### config.mk
export PLATFORM = sky130hd
export DESIGN_NAME = text_comment_whitespace_stripper_flat
export DESIGN_NICKNAME = d
export VERILOG_FILES = /design/src/rtl/tcws_pkg.sv /design/src/rtl/tcws_channels.sv /design/src/rtl/tcws_in_reg.sv /design/src/rtl/tcws_core.sv /design/src/rtl/tcws_out_reg.sv /design/src/rtl/text_comment_whitespace_stripper.sv /design/src/flat_wrapper.sv
export SDC_FILE = /design/constraint.sdc
export NUM_CORES = 1
export LEC_CHECK = 0
export ABC_CLOCK_PERIOD_IN_PS = 2700
export BUFFER_PORTS_ARGS = -buffer_cell sky130_fd_sc_hd__buf_2
export CORE_MARGIN = 2
export CORE_UTILIZATION = 40
export CTS_BUF_LIST = sky130_fd_sc_hd__clkbuf_4
export CTS_CLUSTER_DIAMETER = 50
export CTS_CLUSTER_SIZE = 28
export DETAILED_ROUTE_END_ITERATION = 10
export HOLD_SLACK_MARGIN = 0.05
export PLACE_DENSITY = 0.61
export REMOVE_ABC_BUFFERS = 1
export SLEW_MARGIN = 20
export SYNTH_ARGS = -nofsm -noshare
export SYNTH_HDL_FRONTEND = slang
export SYNTH_SLANG_ARGS = --single-unit
### constraint.sdc
create_clock -name clk -period 2.7 [get_ports clk]
set_input_delay 0.27 -clock clk [delete_from_list [all_inputs] [get_ports clk]]
set_output_delay 0.27 -clock clk [all_outputs]
set_load 0.05 [all_outputs]
### src/rtl/tcws_pkg.sv
// Package for the text comment and whitespace stripper.
// Holds the mode enum, character codes, beat structs and the blank test.
// No dependencies; every source file but tcws_channels imports it.
`default_nettype none

package tcws_pkg;

  // Parser mode, one code per context of the text stream
  typedef enum logic [2:0] {
    MODE_NORMAL = 3'd0,
    MODE_BLANK  = 3'd1,
    MODE_SLASH  = 3'd2,
    MODE_LINE   = 3'd3,
    MODE_BLOCK  = 3'd4,
    MODE_STAR   = 3'd5,
    MODE_DQ     = 3'd6,
    MODE_SQ     = 3'd7
  } mode_t;

  localparam logic [7:0] CH_SPACE  = 8'h20;
  localparam logic [7:0] CH_TAB    = 8'h09;
  localparam logic [7:0] CH_CR     = 8'h0D;
  localparam logic [7:0] CH_LF     = 8'h0A;
  localparam logic [7:0] CH_SLASH  = 8'h2F;
  localparam logic [7:0] CH_STAR   = 8'h2A;
  localparam logic [7:0] CH_DQUOTE = 8'h22;
  localparam logic [7:0] CH_SQUOTE = 8'h27;

  localparam logic [1:0] CNT_NONE = 2'd0;
  localparam logic [1:0] CNT_ONE  = 2'd1;
  localparam logic [1:0] CNT_TWO  = 2'd2;

  // One input beat as held in the input register
  typedef struct packed {
    logic [7:0] data_byte;
    logic       restart;
  } item_t;

  // One result beat
  typedef struct packed {
    logic [1:0] out_count;
    logic [7:0] first_byte;
    logic [7:0] second_byte;
  } result_t;

  // Input stage to core: the held beat and whether it moves on this cycle
  typedef struct packed {
    logic  fire;
    item_t item;
  } stage_t;

  function automatic logic is_blank(input logic [7:0] c);
    return (c == CH_SPACE) || (c == CH_TAB) || (c == CH_CR) || (c == CH_LF);
  endfunction

endpackage

`default_nettype wire

### src/rtl/tcws_channels.sv
// Valid/ready channel interfaces for the stripper's input and result beats.
// Depends on nothing; the payload widths follow the byte stream.
`default_nettype none

interface tcws_in_if;
  logic       valid;
  logic       ready;
  logic [7:0] data_byte;
  logic       restart;

  modport source (output valid, data_byte, restart, input ready);
  modport sink   (input valid, data_byte, restart, output ready);
endinterface

interface tcws_out_if;
  logic       valid;
  logic       ready;
  logic [1:0] out_count;
  logic [7:0] first_byte;
  logic [7:0] second_byte;

  modport source (output valid, out_count, first_byte, second_byte, input ready);
  modport sink   (input valid, out_count, first_byte, second_byte, output ready);
endinterface

`default_nettype wire

### src/rtl/tcws_in_reg.sv
// Input register of the stripper: captures one beat and hands it on.
// Depends on tcws_pkg for item_t and stage_t.
`default_nettype none

module tcws_in_reg (
  input  wire logic            clk,
  input  wire logic            rst_n,
  input  wire logic            in_valid,
  output logic                 in_ready,
  input  wire tcws_pkg::item_t in_item,
  input  wire logic            take,
  output tcws_pkg::stage_t     stg
);
  import tcws_pkg::*;

  logic  valid_r;
  logic  valid_nxt;
  item_t item_r;
  logic  fire;

  // Advance the held beat whenever the result register can load
  assign fire     = valid_r && take;
  assign in_ready = !valid_r || take;

  assign valid_nxt = (in_valid && in_ready) || (valid_r && !take);

  always_ff @(posedge clk) begin
    if (!rst_n) begin
      valid_r <= 1'b0;
    end else begin
      valid_r <= valid_nxt;
    end
  end

  // Capture payload on every accepted beat
  always_ff @(posedge clk) begin
    if (in_valid && in_ready) begin
      item_r <= in_item;
    end
  end

  assign stg.fire = fire;
  assign stg.item = item_r;

endmodule

`default_nettype wire

### src/rtl/tcws_core.sv
// Mode register and per-byte decision logic of the stripper.
// Depends on tcws_pkg for mode_t, the character codes and the beat structs.
`default_nettype none

module tcws_core (
  input  wire logic             clk,
  input  wire logic             rst_n,
  input  wire tcws_pkg::stage_t stg,
  output tcws_pkg::result_t     res
);
  import tcws_pkg::*;

  mode_t      mode_r;
  mode_t      mode_nxt;
  mode_t      cur;
  logic [7:0] c;

  assign c   = stg.item.data_byte;
  // Restart forces normal mode before the byte is looked at
  assign cur = stg.item.restart ? MODE_NORMAL : mode_r;

  // Next mode
  always_comb begin
    mode_nxt = cur;
    case (cur)
      MODE_NORMAL, MODE_BLANK: begin
        if (is_blank(c)) begin
          mode_nxt = MODE_BLANK;
        end else if (c == CH_SLASH) begin
          mode_nxt = MODE_SLASH;
        end else if (c == CH_DQUOTE) begin
          mode_nxt = MODE_DQ;
        end else if (c == CH_SQUOTE) begin
          mode_nxt = MODE_SQ;
        end else begin
          mode_nxt = MODE_NORMAL;
        end
      end
      MODE_SLASH: begin
        if (c == CH_SLASH) begin
          mode_nxt = MODE_LINE;
        end else if (c == CH_STAR) begin
          mode_nxt = MODE_BLOCK;
        end else begin
          mode_nxt = MODE_NORMAL;
        end
      end
      MODE_LINE: begin
        if (c == CH_CR || c == CH_LF) begin
          mode_nxt = MODE_NORMAL;
        end
      end
      MODE_BLOCK: begin
        if (c == CH_STAR) begin
          mode_nxt = MODE_STAR;
        end
      end
      MODE_STAR: begin
        // a run of stars stays here until the closing slash
        if (c == CH_SLASH) begin
          mode_nxt = MODE_NORMAL;
        end else if (c != CH_STAR) begin
          mode_nxt = MODE_BLOCK;
        end
      end
      MODE_DQ: begin
        if (c == CH_DQUOTE) begin
          mode_nxt = MODE_NORMAL;
        end
      end
      MODE_SQ: begin
        if (c == CH_SQUOTE) begin
          mode_nxt = MODE_NORMAL;
        end
      end
      default: mode_nxt = MODE_NORMAL;
    endcase
  end

  // Emitted bytes
  always_comb begin
    res.out_count   = CNT_NONE;
    res.first_byte  = 8'h00;
    res.second_byte = 8'h00;
    case (cur)
      MODE_NORMAL: begin
        if (is_blank(c)) begin
          res.out_count  = CNT_ONE;
          res.first_byte = CH_SPACE;
        end else if (c != CH_SLASH) begin
          res.out_count  = CNT_ONE;
          res.first_byte = c;
        end
      end
      MODE_BLANK: begin
        // further blanks are dropped
        if (!is_blank(c) && c != CH_SLASH) begin
          res.out_count  = CNT_ONE;
          res.first_byte = c;
        end
      end
      MODE_SLASH: begin
        // a lone slash goes out with the byte after it
        if (c != CH_SLASH && c != CH_STAR) begin
          res.out_count   = CNT_TWO;
          res.first_byte  = CH_SLASH;
          res.second_byte = c;
        end
      end
      MODE_DQ, MODE_SQ: begin
        res.out_count  = CNT_ONE;
        res.first_byte = c;
      end
      MODE_LINE, MODE_BLOCK, MODE_STAR: begin
        res.out_count = CNT_NONE;
      end
      default: res.out_count = CNT_NONE;
    endcase
  end

  // Hold mode unless a beat moves to the result register
  always_ff @(posedge clk) begin
    if (!rst_n) begin
      mode_r <= MODE_NORMAL;
    end else if (stg.fire) begin
      mode_r <= mode_nxt;
    end
  end

`ifndef NO_ASSERTIONS
  // Two bytes only ever come from a held slash
  a_two_from_slash: assert property (@(posedge clk) disable iff (!rst_n)
    (stg.fire && res.out_count == CNT_TWO) |->
      (mode_r == MODE_SLASH && !stg.item.restart))
    else $error("two-byte result without a held slash");

  // Comment modes emit nothing unless restarted
  a_comment_silent: assert property (@(posedge clk) disable iff (!rst_n)
    (stg.fire && !stg.item.restart &&
     (mode_r == MODE_LINE || mode_r == MODE_BLOCK || mode_r == MODE_STAR))
      |-> (res.out_count == CNT_NONE))
    else $error("byte emitted inside a comment");

  // A line end closes a line comment
  a_line_end: assert property (@(posedge clk) disable iff (!rst_n)
    (stg.fire && !stg.item.restart && mode_r == MODE_LINE &&
     (c == CH_CR || c == CH_LF)) |=> (mode_r == MODE_NORMAL))
    else $error("line comment not closed by line end");

  // Mode holds while no beat moves
  a_mode_hold: assert property (@(posedge clk) disable iff (!rst_n)
    !stg.fire |=> $stable(mode_r))
    else $error("mode changed without a beat");
`endif

endmodule

`default_nettype wire

### src/rtl/tcws_out_reg.sv
// Result register of the stripper: holds one result beat until taken.
// Depends on tcws_pkg for result_t.
`default_nettype none

module tcws_out_reg (
  input  wire logic              clk,
  input  wire logic              rst_n,
  input  wire logic              load,
  input  wire tcws_pkg::result_t res,
  output logic                   take,
  output logic                   out_valid,
  input  wire logic              out_ready,
  output tcws_pkg::result_t      out_res
);
  import tcws_pkg::*;

  logic    valid_r;
  logic    valid_nxt;
  result_t res_r;

  // Free to load when empty or when the current beat leaves
  assign take      = !valid_r || out_ready;
  assign valid_nxt = load || (valid_r && !out_ready);

  always_ff @(posedge clk) begin
    if (!rst_n) begin
      valid_r <= 1'b0;
    end else begin
      valid_r <= valid_nxt;
    end
  end

  always_ff @(posedge clk) begin
    if (load) begin
      res_r <= res;
    end
  end

  assign out_valid = valid_r;
  assign out_res   = res_r;

endmodule

`default_nettype wire

### src/rtl/text_comment_whitespace_stripper.sv
// Top level of the text comment and whitespace stripper.
// Depends on tcws_pkg, tcws_channels, tcws_in_reg, tcws_core and tcws_out_reg.
//
//   channel | dir | payload                                  | beat
//   in_ch   | in  | data_byte[7:0], restart                  | one raw byte
//   out_ch  | out | out_count[1:0], first_byte, second_byte  | one result per byte
//
// One byte per cycle sustained while out_ch.ready holds; an accepted byte passes
// through the input register, then the result register, which presents its result
// until it is taken.
// The mode register updates when a beat moves into the result register.
// Synchronous active-low reset clears the valid flags and sets normal mode.
// A stalled result holds a full input register and keeps in_ch.ready low.
`default_nettype none

module text_comment_whitespace_stripper (
  input  wire logic   clk,
  input  wire logic   rst_n,
  tcws_in_if.sink     in_ch,
  tcws_out_if.source  out_ch
);
  import tcws_pkg::*;

  item_t   in_item;
  stage_t  stg;
  result_t res;
  result_t out_res;
  logic    take;

  assign in_item.data_byte = in_ch.data_byte;
  assign in_item.restart   = in_ch.restart;

  tcws_in_reg u_in_reg (
    .clk      (clk),
    .rst_n    (rst_n),
    .in_valid (in_ch.valid),
    .in_ready (in_ch.ready),
    .in_item  (in_item),
    .take     (take),
    .stg      (stg)
  );

  tcws_core u_core (
    .clk   (clk),
    .rst_n (rst_n),
    .stg   (stg),
    .res   (res)
  );

  tcws_out_reg u_out_reg (
    .clk       (clk),
    .rst_n     (rst_n),
    .load      (stg.fire),
    .res       (res),
    .take      (take),
    .out_valid (out_ch.valid),
    .out_ready (out_ch.ready),
    .out_res   (out_res)
  );

  assign out_ch.out_count   = out_res.out_count;
  assign out_ch.first_byte  = out_res.first_byte;
  assign out_ch.second_byte = out_res.second_byte;

endmodule

`default_nettype wire

### src/flat_wrapper.sv
// flat-port wrapper written by rule: the top's interface ports become plain ports
module text_comment_whitespace_stripper_flat import tcws_pkg::*;
  (clk, rst_n, in_ch_valid, in_ch_data_byte, in_ch_restart, in_ch_ready, out_ch_valid, out_ch_out_count, out_ch_first_byte, out_ch_second_byte, out_ch_ready);
  tcws_in_if in_ch_i ();
  tcws_out_if out_ch_i ();
  input  wire logic clk;
  input  wire logic rst_n;
  input wire logic [$bits(in_ch_i.valid)-1:0] in_ch_valid;
  input wire logic [$bits(in_ch_i.data_byte)-1:0] in_ch_data_byte;
  input wire logic [$bits(in_ch_i.restart)-1:0] in_ch_restart;
  output wire logic [$bits(in_ch_i.ready)-1:0] in_ch_ready;
  output wire logic [$bits(out_ch_i.valid)-1:0] out_ch_valid;
  output wire logic [$bits(out_ch_i.out_count)-1:0] out_ch_out_count;
  output wire logic [$bits(out_ch_i.first_byte)-1:0] out_ch_first_byte;
  output wire logic [$bits(out_ch_i.second_byte)-1:0] out_ch_second_byte;
  input wire logic [$bits(out_ch_i.ready)-1:0] out_ch_ready;
  assign in_ch_i.valid = in_ch_valid;
  assign in_ch_i.data_byte = in_ch_data_byte;
  assign in_ch_i.restart = in_ch_restart;
  assign in_ch_ready = in_ch_i.ready;
  assign out_ch_valid = out_ch_i.valid;
  assign out_ch_out_count = out_ch_i.out_count;
  assign out_ch_first_byte = out_ch_i.first_byte;
  assign out_ch_second_byte = out_ch_i.second_byte;
  assign out_ch_i.ready = out_ch_ready;
  text_comment_whitespace_stripper u_core (.clk(clk), .rst_n(rst_n), .in_ch(in_ch_i), .out_ch(out_ch_i));
endmodule
# Yosys cells after proc, flatten, opt, wreduce, memory -nomap -nowiden
# Index checks and enable logic that the tools add are counted.
# op_classes
addsub	0
n_mul	0
div	0
n_lt_le_gt_ge	0
eq_ne	17
n_shift	0
muxes	20
bitwise_logic	0
n_reduce_logical	24
# ops
op	n
$eq 8x6->1 const B	5
$mux 3	13
$pmux 8 s4	1
$eq 8x4->1 const B	3
$pmux 3 s7	1
$mux 18	1
$mux 9	2
$ne 8x6->1 const B	2
$eq 3x3->1 const B	4
$mux 10	1
$pmux 2 s5	1
$logic_or 1x1->1	8
$eq 3x2->1 const B	2
$logic_and 1x1->1	6
$logic_not 1->1	5
$reduce_or 2->1	2
$eq 3x1->1 const B	1
$logic_not 3->1	1
$reduce_or 3->1	1
$reduce_and 2->1	1
# word_totals
reg_bits	32
latch_bits	0
ram_bits	0
mem_bits_ro	0
input_bits	13
elab_cells	69
mem_count	0

# Longest topological paths before layout
# Gate-level depths: netlist of run 1.
# logic_depth
ltp_word	8
ltp_mapped	6

# Hierarchy
# From an unflattened synthesis of run 1, not the netlist that was laid out.
# unflattened
cells_unflattened	142
area_unflattened_um2	1619.1
# modules_own_cells
mod	instances	cells_each	area_each_um2
tcws_core	1	104	686.9
tcws_out_reg	1	22	589.3
tcws_in_reg	1	16	342.8

# Least setup slack after synthesis of run 1
# No wires, ideal clock.
# synth_path
path_type	reg2reg
start	register u_core.u_out_reg.valid_r (netlist: u_core.u_out_reg.out_valid)
end	register u_core.u_core.mode_r[0]
setup_ns	0.084
arrival_time_ns	2.169
required_ns	2.616
setup_slack_ns	0.447
path_stages_with_launch	5
path_buffers	0
synth_period_minus_slack_ns	2.253
cell_sequence	dfxtp_1 nor2b_1 nor2b_1 o311ai_0 o22ai_1
# synth_rtl
item	line	text
start, declared	tcws_out_reg.sv:17	logic valid_r;
start signal, assigned	tcws_out_reg.sv:29	valid_r <= valid_nxt;
end signal, assigned	tcws_core.sv:126	mode_r <= mode_nxt;
end, declared	tcws_core.sv:13	mode_t mode_r;

==> out/qor.yml, run 1 <==
outcome:
  status: "complete, no violations"
power:
  finalPower_w: 0.00110
  pwr_density_cell_nw_per_um2: 599
  ir_drop_v: 0.000275
  power_leakage_nw: 0.659
timing:
  fin_tns_setup_ps: 0
  maxSlewViolCount: 0
  fin_crit_ps: 1950
  skew_ps: 8.73
  worstMarginPinSlew_ps: 447
  setup_viol: 0
  hold_violations: 0
  slew_headroom_pct: 69.8
  timing.fmax_ghz: 0.513
  period_share_pct: 72.2
  rsz0062_at_grt: "false"
clock_network:
  clk_path_buf_depth: 2
  cts_sinks: 32
  cts.clk_slew.worst_paths_ps: 100
  cts-root-buf: "clkbuf_4"
  worstSkewPairLatency_ps: 340
  h-tree-depth: 2
  cts_setup_buffers: 0
  cts_inserted_buffers: 5
  cts-resized-gates: 0
  ctsHoldBuffers: 0
  cts_tree: "yes"
grt:
  grt_pass1_wl_mm: 5.06
  antenna_found_initial: 0
  grt-ovfl-total: 0
  first_global_vias: 1072
  grt_start_max_net_pins: 24
  grt_usage_pct: 15.5
synthesis:
  netlist.area_leader.share_pct: 52.1
  synth_area_leaders: "edfxtp_1, dfxtp_1, and2_1, o21bai_1, o21ai_0"
  async_reset_ff_share_pct: 0
  synth.distinct_cells: 43
  yosys.area.top_type: "edfxtp_1"
  yosys-top-cells-count: "edfxtp_1, and2_1, nand2_1, o21ai_0"
  seq_area_frac_synth_pct: 58.5
  synth_area_sq_um: 1560
  avgSynthCellArea_sq_um: 12.3
  syn_inst: 127
  synth_seq_cells: 32
  synth-edff-count: 27
  synth_warnings: 0
  synth_top_flop_cell: "edfxtp_1"
  synth_most_common_cell: "edfxtp_1"
min_path:
  hold_start: "in_ch_data_byte[0]"
  hold_path_class: "input port to register"
  hold_end: "u_core.u_in_reg.stg[1]"
  min_path_cells: 1
worst_setup_path:
  required_ps: 2790
  r2r_slack_ps: 750
  setup.worst_path.start: "u_core.u_in_reg.stg[4]"
  worst_r2r_startpoint: "u_core.u_in_reg.stg[4]"
  crit_family: "simple AND/OR/NAND/NOR gates"
  reg2regPathDepth: 5
  crit_type: "register to register"
  max_stage_delay_ps: 560
  critPathSlowestCell: "edfxtp_1"
  cp_num_buf_inv: 0
  arrival_ps: 2040
  path_max_fanout: 9
  cp-end-kind: "register"
  r2r_end: "u_core.u_out_reg.out_res[13]"
  path_cells: "nor4b_1 -> and2_1 -> o21a_1 -> a21oi_2 -> a211o_1"
  crit_path_start_kind: "register"
die:
  dieArea_sq_um: 4410
  dieWidth_um: 66.4
  core_sq_um: 3690
  pin_count: 33
  dieHeight_um: 66.4
  num_rows: 22
  initial_core_util_pct: 42.2
flow_run:
  drv_cap: 0
detailed_routing:
  viasPerCell: 5.20
  wirelength_mm: 2.95
  drtIter0Drc: 63
  drt-wirelength-per-cell_um: 14.1
  drc: 0
  drtAntennaViolNets: 0
  firstDrtPassIters: 4
  vias: 1087
place:
  gp_congestion: 0.893
  hpwlAfterDp_mm: 2.15
  port_buffers: 32
finish:
  drive_gt1_share_pct: 33.5
  nets: 173
  antennaDiodeCount: 0
  synthToLayoutAreaGrowth_pct: 17.5
-- routing by layer --
| layer | global-route usage, % | share of wire [%] | up-vias |
|---|---|---|---|
| li1 | - | - | 545 |
| met1 | 18.6 | 44 | 504 |
| met2 | 26.1 | 49 | 32 |
| met3 | 5.11 | 5.4 | 6 |
| met4 | 5.36 | 1.6 | 0 |
| met5 | 0 | 0 | - |
-- logic make-up (layout without fill, tap and decap cells) --
logic type / after synthesis / count (layout) / share of synthesized area, %
compound gates: 33 / 33 / 16.9
simple gates: 49 / 49 / 20.3
buf+inv: 12 / 46 / 3.62
flops: 32 / 32 / 58.5
mux: 1 / 1 / 0.643
-- per-stage QoR --
| stage | instance area, sq um | hold slack (ps) | worst slack (ps) | instances | utilization, % |
|---|---|---|---|---|---|
| after floorplan | 1520 | 369 | 447 | 120 | - |
| after global placement | 1750 | 447 | 776 | 201 | 47.4 |
| after detailed placement | 1750 | 449 | 784 | 201 | 47.4 |
| after CTS | 1830 | 88.4 | 752 | 209 | 49.6 |
| after global routing | 1830 | 87.3 | 612 | 209 | 49.6 |
| final | 1830 | 103 | 749 | 209 | 49.6 |
-- report_power, final --
part	switching, W	internal, W
registers	0.0000261	0.000566
clock network	0.000169	0.000193
logic	0.0000982	0.0000440
-- layout by cell type (no fill, tap or decap), drive strengths merged, types with 3 or more instances in the layout --
cell    count
nand3       4
nor2        4
dfxtp       5
inv         5
buf        33
a21oi       5
o21bai      5
clkbuf      5
nor2b       4
edfxtp     27
nand2       7
a31oi       4
o21ai       7
and2       13
o21a        3
-- worst max path at each step --
stage,endpoint,cells after the start
after floorplan,u_core.u_core.mode_r[0],4
after global placement,u_core.u_out_reg.out_res[13],4
after detailed placement,u_core.u_out_reg.out_res[13],5
after CTS,u_core.u_out_reg.out_res[13],5
after global routing,u_core.u_out_reg.out_res[13],5
final,u_core.u_out_reg.out_res[13],5
-- registers in the layout (all words and copies together) (netlist names) --
name                        cells
u_core.u_out_reg.out_valid      1
u_core.u_in_reg.valid_r         1
u_core.u_out_reg.out_res       18
u_core.u_core.mode_r            3
u_core.u_in_reg.stg             9
-- final cells by class --
| class | instances | area, sq um |
|---|---|---|
| Sequential cell | 32 | 911 |
| Clock buffer | 5 | 37.5 |
| Clock inverter | 3 | 42.5 |
| Multi-Input combinational cell | 83 | 592 |
| Inverter | 5 | 18.8 |
| Timing Repair Buffer | 33 | 168 |
| Tap cell | 48 | 60.1 |
| Fill cell | 361 | 1860 |
(Power assumes the default switching activity.)
==> run 2, diff against run 1 <==
--- a/config.mk
+++ b/config.mk
@@ -5,7 +5,8 @@
 export SDC_FILE = /design/constraint.sdc
 export NUM_CORES = 1
 export LEC_CHECK = 0
-export ABC_CLOCK_PERIOD_IN_PS = 2700
+export ABC_AREA = 1
+export ABC_CLOCK_PERIOD_IN_PS = 1800
 export BUFFER_PORTS_ARGS = -buffer_cell sky130_fd_sc_hd__buf_2
 export CORE_MARGIN = 2
 export CORE_UTILIZATION = 40
==> constraint.sdc (replaced) <==
create_clock -name clk -period 1.8 [get_ports clk]
set_input_delay 0.18 -clock clk [delete_from_list [all_inputs] [get_ports clk]]
set_output_delay 0.18 -clock clk [all_outputs]
set_load 0.05 [all_outputs]
==> out/qor.yml, run 2 <==
outcome:
  status: "complete, no violations"
die:
  core_sq_um: 3690  # unchanged
  dieArea_sq_um: 4370  # -0.75%
  num_rows: 22  # unchanged
  dieWidth_um: 66.1  # -0.38%
  pin_count: 33  # unchanged
  initial_core_util_pct: 41.9  # -0.34 points
  dieHeight_um: 66.1  # -0.38%
timing:
  timing.fmax_ghz: 0.606  # +18%
  maxSlewViolCount: 0  # unchanged
  rsz0062_at_grt: "false"
  setup_viol: 0  # unchanged
  fin_crit_ps: 1650  # -300 ps
  slew_headroom_pct: 79.1  # +9.3 points
  fin_tns_setup_ps: 0  # unchanged
  skew_ps: 6.05  # -2.68 ps
  worstMarginPinSlew_ps: 313  # -134 ps
  hold_violations: 0  # unchanged
  period_share_pct: 91.7  # +19 points
synthesis:
  synth_most_common_cell: "nand2_1"
  synth-edff-count: 27  # unchanged
  synth_top_flop_cell: "edfxtp_1"
  avgSynthCellArea_sq_um: 9.03  # -26%
  async_reset_ff_share_pct: 0  # unchanged
  yosys.area.top_type: "edfxtp_1"
  synth_warnings: 0  # unchanged
  netlist.area_leader.share_pct: 52.5  # +0.42 points
  seq_area_frac_synth_pct: 59.0  # +0.47 points
  syn_inst: 171  # +35%
  synth_seq_cells: 32  # unchanged
  synth_area_sq_um: 1540  # -0.80%
  yosys-top-cells-count: "nand2_1, edfxtp_1, nor2_1, inv_1, nor2_2"
  synth.distinct_cells: 20  # -53%
  synth_area_leaders: "edfxtp_1, nand2_1, nor2_1, dfxtp_1, inv_1"
finish:
  fin_util_pct: 52.3  # +2.7 points
  final_common_cell: "nand2_1"
  seqCellArea_sq_um: 911  # unchanged
  nets: 232  # +34%
  largest_reg_flops: 18  # unchanged
  antennaDiodeCount: 0  # unchanged
  drive_gt1_share_pct: 29.1  # -4.4 points
  final_cell_mix: "nand2_1, buf_2, nor2_1, edfxtp_1, inv_1"
  multiInputGateArea_sq_um: 528  # -11%
  synthToLayoutAreaGrowth_pct: 25.0
  fillers: 357  # -1.1%
worst_setup_path:
  critPathSlowestCell: "edfxtp_1"
  path_cells: "inv_2 -> nor2_2 -> nand2_2 -> nor2_4 -> nor3_4 -> inv_2 -> nand3_1"
  crit_path_start_kind: "register"
  crit_family: "simple AND/OR/NAND/NOR gates"
  cp-end-kind: "register"
  crit_type: "register to register"
  max_stage_delay_ps: 430  # -130 ps
  path_max_fanout: 13  # +4
  cp_num_buf_inv: 2  # +2
  crit_top_cell: "inv_2"
  worst_r2r_startpoint: "u_core.u_in_reg.stg[6]"
  arrival_ps: 1720  # -320 ps
  setup.worst_path.start: "u_core.u_in_reg.stg[6]"
  required_ps: 1870  # -920 ps
detailed_routing:
  drt-wirelength-per-cell_um: 10.7  # -24%
  drtAntennaViolNets: 0  # unchanged
  firstDrtPassIters: 4  # unchanged
  vias: 1257  # +16%
  drc: 0  # unchanged
  viasPerCell: 4.69  # -9.8%
  drtIter0Drc: 57  # -9.5%
  wirelength_mm: 2.86  # -2.9%
power:
  clockPowerShare_pct: 33.5  # +0.4 points
  power.switching_w: 0.000412  # +40%
  p_sw_share_pct: 25.3  # -1.5 points
  intPower_w: 0.00122  # +51%
  pwr_density_cell_nw_per_um2: 843  # +41%
  power_leakage_nw: 0.882  # +34%
  pwr-share-comb_pct: 13.1  # about the same
  ir_drop_v: 0.000481  # +75%
  seqPwrFrac_pct: 53.4  # -0.6 points
clock_network:
  cts.clk_slew.worst_paths_ps: 90  # about the same
  clk_path_buf_depth: 2  # unchanged
  cts-resized-gates: 0  # unchanged
  cts_inserted_buffers: 5  # unchanged
  cts-root-buf: "clkbuf_4"
  cts_tree: "yes"
  cts_sinks: 32  # unchanged
  worstSkewPairLatency_ps: 330  # about the same
  h-tree-depth: 2  # unchanged
  cts_setup_buffers: 0  # unchanged
min_path:
  hold_start: "rst_n"
  hold_path_class: "input port to register"
place:
  gp_congestion: 0.869  # -2.7%
  hpwlAfterDp_mm: 2.11  # -1.8%
  port_buffers: 32  # unchanged
grt:
  antenna_found_initial: 0  # unchanged
  grt-ovfl-total: 0  # unchanged
  grt_usage_pct: 15.2  # -0.37 points
  grt_start_max_net_pins: 19  # -21%
  grt_pass1_wl_mm: 4.91  # -2.9%
  first_global_vias: 1146  # +6.9%
flow_run:
  drv_cap: 0  # unchanged
run 2: cell count changes after synthesis, sizes merged, moves of 3 or more:
| cell | previous run | this run |
|---|---|---|
| o21ai | 7 | 3 |
| inv | 5 | 25 |
| nor2 | 4 | 39 |
| buf | 5 | 1 |
| nand3 | 4 | 7 |
| o21a | 3 | 0 |
| nand2 | 7 | 49 |
| nor2b | 4 | 0 |
| and2 | 13 | 0 |
| o21bai | 5 | 0 |
run 2: tightest hold or removal path, cell delays in order:
cell,delay [ps]
buf_2,100
o21ai_0,60
a21oi_1,40
run 2: area by class of cell:
class | count | area share (%)
Inverter | 25 | 4.86
Clock inverter | 2 | 1.81
Timing Repair Buffer | 42 | 13.4
Clock buffer | 6 | 2.33
Multi-Input combinational cell | 113 | 27.3
Tap cell | 48 | 3.11
Sequential cell | 32 | 47.2
run 2: timing repair:
action	CTS	global route
setup endpoints to repair	0	0
hold buffers	9	0
endpoints found under the hold margin	9	0
run 2: path summary, 6_finish.rpt:
path	end	cells past startpoint	slack, ps
max	u_core.u_out_reg.out_res[13]	7	150
min	u_core.u_core.mode_r[1]	3	90
max reg2reg	u_core.u_out_reg.out_res[13]	7	150
min reg2reg	u_core.u_out_reg.out_valid	2	470
run 2: power groups by stage:
stage               combinational [W]  sequential, W  clock, W
finish                       0.000214       0.000869  0.000545
CTS                          0.000214       0.000869  0.000559
global route                 0.000235       0.000873  0.000601
floorplan                   0.0000828       0.000948         0
global placement             0.000196       0.000884         0
detailed placement           0.000199       0.000886         0
run 2: cell families (layout without fill, tap and decap cells):
family                 count (synthesis)  in the layout  synth area share, %
AO/OA/AOI/OAI                         14             14                 5.19
AND/OR/NAND/NOR                       99             99                 29.0
buffers and inverters                 26             75                 6.81
flip-flops                            32             32                 59.0
run 2: routing by layer:
metal  GRT usage, %  wire length, um
met5              0                0
met1           18.9             1250
met2           24.5             1400
met4           6.12               48
met3           4.60              171
run 2: per-stage QoR:
stage / power, W / instance area [sq um] / setup WS [ps] / hold slack, ps / cells
CTS: 0.00164 / 1930 / 127 / 76.2 / 268
floorplan: 0.00103 / 1530 / 10.1 / 279 / 170
finish: 0.00163 / 1930 / 150 / 89.5 / 268
detailed placement: 0.00109 / 1760 / 149 / 358 / 251
global placement: 0.00108 / 1760 / 192 / 356 / 251
global route: 0.00171 / 1930 / 3.58 / 90.4 / 268
